--- config.mk ---
export PLATFORM = sky130hd
export DESIGN_NAME = source_comment_stripper_top
export DESIGN_NICKNAME = d
export VERILOG_FILES = /design/src/design/csstrip_pkg.sv /design/src/design/source_comment_stripper_top.sv /design/src/design/csstrip_front.sv /design/src/design/csstrip_queue.sv /design/src/design/csstrip_back.sv
export SDC_FILE = /design/constraint.sdc
export NUM_CORES = 1
export LEC_CHECK = 0
export BUFFER_PORTS_ARGS = -buffer_cell sky130_fd_sc_hd__buf_2
export CAP_MARGIN = 40
export CORE_MARGIN = 8
export CORE_UTILIZATION = 45
export DETAILED_ROUTE_END_ITERATION = 12
export PLACE_DENSITY = 0.68
export SYNTH_ARGS = -nofsm -noshare
export SYNTH_HDL_FRONTEND = slang
export SYNTH_SLANG_ARGS = --single-unit
--- constraint.sdc ---
create_clock -name clk -period 4.1 [get_ports clk]
set_clock_uncertainty 0.2 [all_clocks]
set_input_delay 0.41 -clock clk [delete_from_list [all_inputs] [get_ports clk]]
set_output_delay 0.41 -clock clk [all_outputs]
set_load 0.03 [all_outputs]
--- src/design/csstrip_pkg.sv ---
`timescale 1ns / 1ps
// ----------------------------------------------------------------------------
// csstrip_pkg
// shared types and character codes for the comment stripper
// ----------------------------------------------------------------------------
package csstrip_pkg;

	localparam logic [7:0] CH_SLASH  = 8'h2F;
	localparam logic [7:0] CH_STAR   = 8'h2A;
	localparam logic [7:0] CH_QUOTE  = 8'h22;
	localparam logic [7:0] CH_BSLASH = 8'h5C;
	localparam logic [7:0] CH_LF     = 8'h0A;
	localparam logic [7:0] CH_SPACE  = 8'h20;

	// depth of the queue between front and back
	localparam int unsigned QDEPTH = 4;
	localparam int unsigned QPW    = $clog2(QDEPTH);

	typedef enum logic [3:0] {
		M_NORMAL     = 4'd0,
		M_SLASH      = 4'd1,
		M_LINE       = 4'd2,
		M_BLOCK      = 4'd3,
		M_BLOCK_STAR = 4'd4,
		M_Q1         = 4'd5,
		M_Q2         = 4'd6,
		M_STR        = 4'd7,
		M_RAW_OPEN   = 4'd8,
		M_RAW_BODY   = 4'd9
	} mode_t;

	typedef struct packed {
		logic [7:0] in_char;
		logic       in_last;
	} in_item_t;

	typedef struct packed {
		logic [7:0] out_char;
		logic       run_end;
		logic       stream_end;
	} out_item_t;

	// one queue entry: the one or two words caused by one input byte
	typedef struct packed {
		logic       two;
		logic [7:0] c0;
		logic [7:0] c1;
		logic       last;
	} entry_t;

	// handshake between queue and its neighbors
	typedef struct packed {
		logic push;
		logic pop;
	} q_ctrl_t;

	typedef struct packed {
		logic full;
		logic empty;
	} q_stat_t;

endpackage

--- src/design/source_comment_stripper_top.sv ---
`timescale 1ns / 1ps
// ----------------------------------------------------------------------------
// source_comment_stripper_top
// streaming comment remover for c#-like source text, one byte per word
// ----------------------------------------------------------------------------
//  channel | direction | handshake          | payload
//  src     | in        | src_valid/src_stall | in_item_t  (in_char, in_last)
//  dst     | out       | dst_valid/dst_stall | out_item_t (out_char, run_end, stream_end)
//
//  a source byte is taken every cycle while the queue has room; the scanner
//  state updates in that same cycle and 0..2 output words are queued
//  output words leave one per cycle from a registered output stage while dst_stall
//  is low, so the two words of a byte that yields two leave one after the other
//  src_stall rises only when the four-entry queue is full
//  reset clears scanner mode, raw quote counts, queue pointers and out valid
// ----------------------------------------------------------------------------
module source_comment_stripper_top import csstrip_pkg::*; #(
	parameter int unsigned MAX_RAW_QUOTES = 15
) (
	input  logic      clk,
	input  logic      arst_n,
	input  logic      src_valid,
	output logic      src_stall,
	input  in_item_t  src_word,
	output logic      dst_valid,
	input  logic      dst_stall,
	output out_item_t dst_word
);

	logic    take;
	logic    push;
	logic    pop;
	entry_t  new_entry;
	entry_t  head_entry;
	q_ctrl_t q_ctrl;
	q_stat_t q_stat;

	// accept a byte whenever the queue can hold its words
	assign src_stall = q_stat.full;
	assign take      = src_valid && !q_stat.full;

	assign q_ctrl.push = push;
	assign q_ctrl.pop  = pop;

	// front: mode tracking and word forming
	csstrip_front #(
		.MAX_RAW_QUOTES(MAX_RAW_QUOTES)
	) u_front (
		.clk    (clk),
		.arst_n (arst_n),
		.take   (take),
		.item   (src_word),
		.push   (push),
		.entry  (new_entry)
	);

	// decoupling queue
	csstrip_queue u_queue (
		.clk      (clk),
		.arst_n   (arst_n),
		.ctrl     (q_ctrl),
		.wr_entry (new_entry),
		.rd_entry (head_entry),
		.stat     (q_stat)
	);

	// back: serializes word groups onto the output
	csstrip_back u_back (
		.clk       (clk),
		.arst_n    (arst_n),
		.head      (head_entry),
		.stat      (q_stat),
		.pop       (pop),
		.out_valid (dst_valid),
		.out_stall (dst_stall),
		.out_word  (dst_word)
	);

endmodule

--- src/design/csstrip_front.sv ---
`timescale 1ns / 1ps
// ----------------------------------------------------------------------------
// csstrip_front
// scanner: tracks comment/string mode and forms the words for each byte
// ----------------------------------------------------------------------------
module csstrip_front import csstrip_pkg::*; #(
	parameter int unsigned MAX_RAW_QUOTES = 15
) (
	input  logic     clk,
	input  logic     arst_n,
	input  logic     take,
	input  in_item_t item,
	output logic     push,
	output entry_t   entry
);

	localparam int unsigned CW = $clog2(MAX_RAW_QUOTES + 1);
	localparam logic [CW-1:0] MAXQ = CW'(MAX_RAW_QUOTES);
	localparam logic [CW-1:0] OPEN3 = CW'(3);

	typedef struct packed {
		logic  emit;
		logic  clr_bs;
		mode_t mode;
	} nb_t;

	mode_t         mode_q, mode_n;
	logic [CW-1:0] open_q, open_n;
	logic [CW-1:0] close_q, close_n;
	logic [CW-1:0] close_inc;
	logic          bs_q, bs_n;
	logic          e_pre, e_mid, e_post;
	logic [7:0]    mid_ch;
	logic [7:0]    c;
	nb_t           nb;

	// plain text handling of one byte
	function automatic nb_t normal_byte(input logic [7:0] ch);
		nb_t r;
		r.emit   = 1'b1;
		r.clr_bs = 1'b0;
		r.mode   = M_NORMAL;
		if (ch == CH_SLASH) begin
			r.emit = 1'b0;
			r.mode = M_SLASH;
		end else if (ch == CH_QUOTE) begin
			r.clr_bs = 1'b1;
			r.mode   = M_Q1;
		end
		return r;
	endfunction

	assign c         = item.in_char;
	assign nb        = normal_byte(c);
	assign close_inc = (close_q < MAXQ) ? close_q + 1'b1 : close_q;

	always_comb begin
		mode_n  = mode_q;
		open_n  = open_q;
		close_n = close_q;
		bs_n    = bs_q;
		e_pre   = 1'b0;
		e_mid   = 1'b0;
		mid_ch  = c;
		case (mode_q)
			M_SLASH: begin
				if (c == CH_SLASH) begin
					e_mid  = 1'b1;
					mid_ch = CH_LF;
					bs_n   = 1'b0;
					mode_n = M_LINE;
				end else if (c == CH_STAR) begin
					e_mid  = 1'b1;
					mid_ch = CH_SPACE;
					mode_n = M_BLOCK;
				end else begin
					// lone slash: flush it, then rescan this byte
					e_pre  = 1'b1;
					e_mid  = nb.emit;
					mode_n = nb.mode;
					if (nb.clr_bs) bs_n = 1'b0;
				end
			end
			M_LINE: begin
				if (c == CH_LF && !bs_q) mode_n = M_NORMAL;
				bs_n = (c == CH_BSLASH);
			end
			M_BLOCK: begin
				if (c == CH_STAR) mode_n = M_BLOCK_STAR;
			end
			M_BLOCK_STAR: begin
				if (c == CH_SLASH) mode_n = M_NORMAL;
				else if (c != CH_STAR) mode_n = M_BLOCK;
			end
			M_Q1: begin
				e_mid = 1'b1;
				if (c == CH_QUOTE) begin
					mode_n = M_Q2;
				end else begin
					bs_n   = (c == CH_BSLASH);
					mode_n = M_STR;
				end
			end
			M_Q2: begin
				if (c == CH_QUOTE) begin
					e_mid   = 1'b1;
					open_n  = OPEN3;
					close_n = '0;
					mode_n  = M_RAW_OPEN;
				end else begin
					// empty string closed, rescan this byte
					e_mid  = nb.emit;
					mode_n = nb.mode;
					if (nb.clr_bs) bs_n = 1'b0;
				end
			end
			M_STR: begin
				e_mid = 1'b1;
				if (bs_q) bs_n = 1'b0;
				else if (c == CH_QUOTE) mode_n = M_NORMAL;
				else if (c == CH_BSLASH) bs_n = 1'b1;
			end
			M_RAW_OPEN: begin
				e_mid = 1'b1;
				if (c == CH_QUOTE) begin
					if (open_q < MAXQ) open_n = open_q + 1'b1;
				end else begin
					close_n = '0;
					mode_n  = M_RAW_BODY;
				end
			end
			M_RAW_BODY: begin
				e_mid = 1'b1;
				if (c == CH_QUOTE) begin
					if (close_inc >= open_q) begin
						close_n = '0;
						open_n  = '0;
						mode_n  = M_NORMAL;
					end else begin
						close_n = close_inc;
					end
				end else begin
					close_n = '0;
				end
			end
			default: begin
				e_mid  = nb.emit;
				mode_n = nb.mode;
				if (nb.clr_bs) bs_n = 1'b0;
			end
		endcase
		// held slash at stream end is flushed
		e_post = item.in_last && (mode_n == M_SLASH);
		if (item.in_last) begin
			mode_n  = M_NORMAL;
			open_n  = '0;
			close_n = '0;
			bs_n    = 1'b0;
		end
	end

	// pack up to two words in order: pre slash, main word, flushed slash
	always_comb begin
		entry.two  = (e_pre && e_mid) || ((e_pre || e_mid) && e_post);
		entry.c0   = e_pre ? CH_SLASH : (e_mid ? mid_ch : CH_SLASH);
		entry.c1   = (e_pre && e_mid) ? mid_ch : CH_SLASH;
		entry.last = item.in_last;
		push       = take && (e_pre || e_mid || e_post);
	end

	always_ff @(posedge clk or negedge arst_n) begin
		if (!arst_n) begin
			mode_q  <= M_NORMAL;
			open_q  <= '0;
			close_q <= '0;
			bs_q    <= 1'b0;
		end else if (take) begin
			mode_q  <= mode_n;
			open_q  <= open_n;
			close_q <= close_n;
			bs_q    <= bs_n;
		end
	end

endmodule

--- src/design/csstrip_queue.sv ---
`timescale 1ns / 1ps
// ----------------------------------------------------------------------------
// csstrip_queue
// short fifo of word groups between scanner and output side
// ----------------------------------------------------------------------------
module csstrip_queue import csstrip_pkg::*; (
	input  logic    clk,
	input  logic    arst_n,
	input  q_ctrl_t ctrl,
	input  entry_t  wr_entry,
	output entry_t  rd_entry,
	output q_stat_t stat
);

	entry_t           mem_q [QDEPTH];
	logic [QPW-1:0]   wp_q, rp_q;
	logic [QPW:0]     cnt_q;
	logic             do_push, do_pop;

	assign stat.full  = (cnt_q == (QPW+1)'(QDEPTH));
	assign stat.empty = (cnt_q == '0);
	assign do_push    = ctrl.push && !stat.full;
	assign do_pop     = ctrl.pop && !stat.empty;
	assign rd_entry   = mem_q[rp_q];

	always_ff @(posedge clk) begin
		if (do_push) mem_q[wp_q] <= wr_entry;
	end

	always_ff @(posedge clk or negedge arst_n) begin
		if (!arst_n) begin
			wp_q  <= '0;
			rp_q  <= '0;
			cnt_q <= '0;
		end else begin
			if (do_push) wp_q <= wp_q + 1'b1;
			if (do_pop) rp_q <= rp_q + 1'b1;
			case ({do_push, do_pop})
				2'b10:   cnt_q <= cnt_q + 1'b1;
				2'b01:   cnt_q <= cnt_q - 1'b1;
				default: cnt_q <= cnt_q;
			endcase
		end
	end

endmodule

--- src/design/csstrip_back.sv ---
`timescale 1ns / 1ps
// ----------------------------------------------------------------------------
// csstrip_back
// output side: unpacks queued word groups into single words
// ----------------------------------------------------------------------------
module csstrip_back import csstrip_pkg::*; (
	input  logic      clk,
	input  logic      arst_n,
	input  entry_t    head,
	input  q_stat_t   stat,
	output logic      pop,
	output logic      out_valid,
	input  logic      out_stall,
	output out_item_t out_word
);

	logic      valid_q;
	out_item_t word_q;
	logic      sel_q;
	logic      load;
	logic      final_word;

	assign load       = (!valid_q || !out_stall) && !stat.empty;
	assign final_word = !head.two || sel_q;
	assign pop        = load && final_word;
	assign out_valid  = valid_q;
	assign out_word   = word_q;

	always_ff @(posedge clk) begin
		if (load) begin
			word_q.out_char   <= sel_q ? head.c1 : head.c0;
			word_q.run_end    <= final_word;
			word_q.stream_end <= head.last;
		end
	end

	always_ff @(posedge clk or negedge arst_n) begin
		if (!arst_n) begin
			valid_q <= 1'b0;
			sel_q   <= 1'b0;
		end else begin
			if (load) begin
				valid_q <= 1'b1;
				sel_q   <= !final_word;
			end else if (!out_stall) begin
				valid_q <= 1'b0;
			end
		end
	end

endmodule

==> impl_results.md <==
- Critical Path End Type: register
- Simple-Gate Fraction of Synth Area: 0.141
- Maximum clock frequency: 258 MHz
- R2R Path End: u_queue.cnt_q[2]
- Commonest cells post-synth: 82 x edfxtp_1, 49 x nand2_1, 24 x nor2_1
- Compound-Gate Fraction of Synth Area: 0.0916
- Post-route ant nets: 0
- Total GRT Usage: 0.140
- Core area: 0.0108 mm^2
- Synthesized instance count: 380
- Drt first pass iters: 5
- Routed wire length: 9.95 mm
- Largest family of logic cells by synthesized area: simple AND/OR/NAND/NOR gates
- Share of cells above drive strength 1: 0.238
- Post-Synth Adder-Cell Area: 0.0314
- Grt ovf: 0
- Num CTS Buffers: 9
- Worst hold path type: primary input to register
- Required time worst endpoint: 4.19 ns
- Worst path slowest cell: a2111oi_4
- # rows: 38
- Routed len/inst: 17.9 um
- Slew @ Worst Pin: 0.559 ns
- Post-DP HPWL: 6.99 mm
- Leakage: 2.00 nW
- WS Path Type: register to register
- Fin area: 0.00561 mm^2
- Pin count of the biggest net entering global routing: 23
- Vias in the first global route: 3155
- Via/cell ratio: 5.63
- Area occupied by registers: 0.00301 mm^2
- H-tree depth: 3
- Vias after detailed routing: 3129
- Startpoint class of the critical path: register
- Min-delay src: dst_stall
- Final setup viols: 0
- Multi-input gate area: 0.00187 mm^2
- Xor/xnor share of the synthesized area: 0.0122
- Final min period: 3.88 ns
- Initial Utilization: 0.463
- I/O pins: 25
- Mux contribution to synthesized area: 0.0898
- CP max FO: 7
- R2r setup slk: 0.22 ns
- Max IR drop VDD: 0.260 mV
- Initial DRC Count: 243
- Area grow syn2layout: 11.8%
- Yosys warning total: 0
- Chip Width: 122 um
- Synth top area share: 0.491
- Clock Root Buffer: clkbuf_8
- Final Hold Fails: 0
- Arrival @ worst endpoint: 3.97 ns
- Diodes inserted: 0
- Die height: 122 um
- Clock sinks: 104
- Placement Cell Area: 0.00534 mm^2
- Sequential-to-total area share from yosys stat: 0.601
- Filler Cell Count: 929
- Gpl congestion: 0.878
- Clock Path Buffers: 2
- Syn_nets: 405
- Worst reg2reg path startpoint: u_front.close_q[1]
- First-pass GRT wire length: 16.1 mm
- Full die area: 0.0148 mm^2
- Top FF cell, synth: edfxtp_1
- Crit path cell chain: ha_2 -> nand3_2 -> xnor2_2 -> ha_1 -> nand2b_1 -> a2111oi_4 -> nor3_1 -> o21ai_0 -> nand2_1 -> a41o_4 -> inv_1 -> ha_1 -> inv_1 -> fa_1 -> xor2_1 -> nor2_1 -> xor2_1
- Antenna violations before repair: 0
- Synthesized cell area: 0.00501 mm^2
- Worst-path clk slew: 0.11 ns
- DRC viols: 0
- Synthesized area per cell: 13.2 um^2
- Max_slew headroom: 0.624
- Crit share post-route: 0.947
- Synth async-reset ratio: 0.212
- Skew-Pair Late Insertion Delay: 0.36 ns
- PD cells: 579 mW/mm^2
- CTS tree: built
- Nets: 436
- R2R cell count: 17
- Post-synth EDFFs: 82
- Distinct cell type count after synthesis: 68
- Hold depth: 3
- Maxcap violations: 0
- Yosys top cell by area: edfxtp_1
- PortBufs: 24
- Outcome: finished, final reports clean
- FF+latch count, synth: 104
- Hold_ws: 0.0623 ns
- Slew Viols, Final: 0
- Worst Hold End: u_back.out_valid
- Core Util, Final: 0.517
- Cell with the most instances after synthesis: edfxtp_1
- Area contributors post-synth: edfxtp_1 49%, dfrtp_1 11%, mux4_2 8.1%, nand2_1 3.7%, ha_1 2.7%
- CP peak stage delay: 0.43 ns
[metrics by stage]
stage          setup slack [ns]  power [W]  TNS, ns  instances
6_report                  0.219    0.00325        0        556
5_1_grt                 -0.0344    0.00344  -0.0344        556
4_1_cts                  0.0174    0.00329        0        555
3_5_place_dp             0.0454    0.00265        0        538
3_3_place_gp              0.160    0.00261        0        538
2_1_floorplan             0.329    0.00230        0        380
[repair_timing]
item,CTS,global route
endpoints found under the setup margin,0,9
setup buffers,0,1
hold endpoints to repair,22,0
gates resized for setup,0,8
hold buffers,1,0
[layer usage]
layer / global-route usage / part of all wire
met5: 0 / 0
met4: 0.0424 / 0.0079
met3: 0.0366 / 0.044
met2: 0.240 / 0.52
met1: 0.171 / 0.43
[flip-flops by register name, summed over array words and instances (netlist names), 2 cells and up]
| name | count |
|---|---|
| u_back.out_word | 10 |
| u_front.close_q | 4 |
| u_front.mode_q | 4 |
| u_front.open_q | 4 |
| u_queue.cnt_q | 3 |
| u_queue.mem_q | 72 |
| u_queue.rp_q | 2 |
| u_queue.wp_q | 2 |
[cell usage in the layout, fill, tap and decap left out, types with 3 or more instances in the layout]
cell type  count
edfxtp_1      82
nand2_1       49
nor2_1        24
buf_2         24
dfrtp_1       22
o21ai_0       21
mux4_2        18
inv_1         17
nand3_1       10
ha_1          10
clkbuf_8       9
a21oi_1        8
o31ai_1        8
buf_4          8
nor3_1         7
and2_2         5
nor2b_1        4
or3_1          4
buf_12         4
or2_2          3
mux2i_1        3
nand2b_1       3
xnor2_1        3
xor2_1         3
inv_8          3
[report_power, final]
group | switching, W | internal [W]
Clock | 0.000391 | 0.000246
Combinational | 0.000634 | 0.000446
Sequential | 0.0000936 | 0.00143
[critical path: cells and delay by family (launching register included)]
| kind | cells | cell delay, ns |
|---|---|---|
| adders and majority gates | 4 | 1.10 |
| xor gates and xnor gates | 3 | 0.47 |
| and+or+nand+nor | 5 | 0.62 |
| DFF | 1 | 0.40 |
| buffers and inverters | 2 | 0.13 |
| AOI/OAI and AO/OA | 3 | 0.87 |
[worst max-delay path by stage]
stage	start	end	slack [ns]	cells past startpoint
after floorplan	u_front.close_q[0]	u_queue.cnt_q[2]	0.33	17
after global placement	u_front.close_q[1]	u_queue.cnt_q[2]	0.16	17
after detailed placement	u_front.close_q[1]	u_queue.cnt_q[2]	0.05	17
after CTS	u_front.close_q[1]	u_queue.cnt_q[2]	0.02	17
after global routing	u_front.close_q[1]	u_queue.cnt_q[2]	-0.03	17
final	u_front.close_q[1]	u_queue.cnt_q[2]	0.22	17
[logic make-up after synthesis]
kind of cell    after synthesis
simple gates                135
flops                       104
compound gates               65
buf+inv                      35
mux                          22
fa+ha+maj                    12
xor+xnor                      7
[final cells by class]
cell class	instances	area share
Sequential cell	104	0.537
Multi-Input combinational cell	241	0.334
Timing Repair Buffer	37	0.0482
Tap cell	140	0.0312
Clock buffer	9	0.0221
Clock inverter	7	0.0150
Inverter	18	0.0121
(Power assumes the default switching activity.)
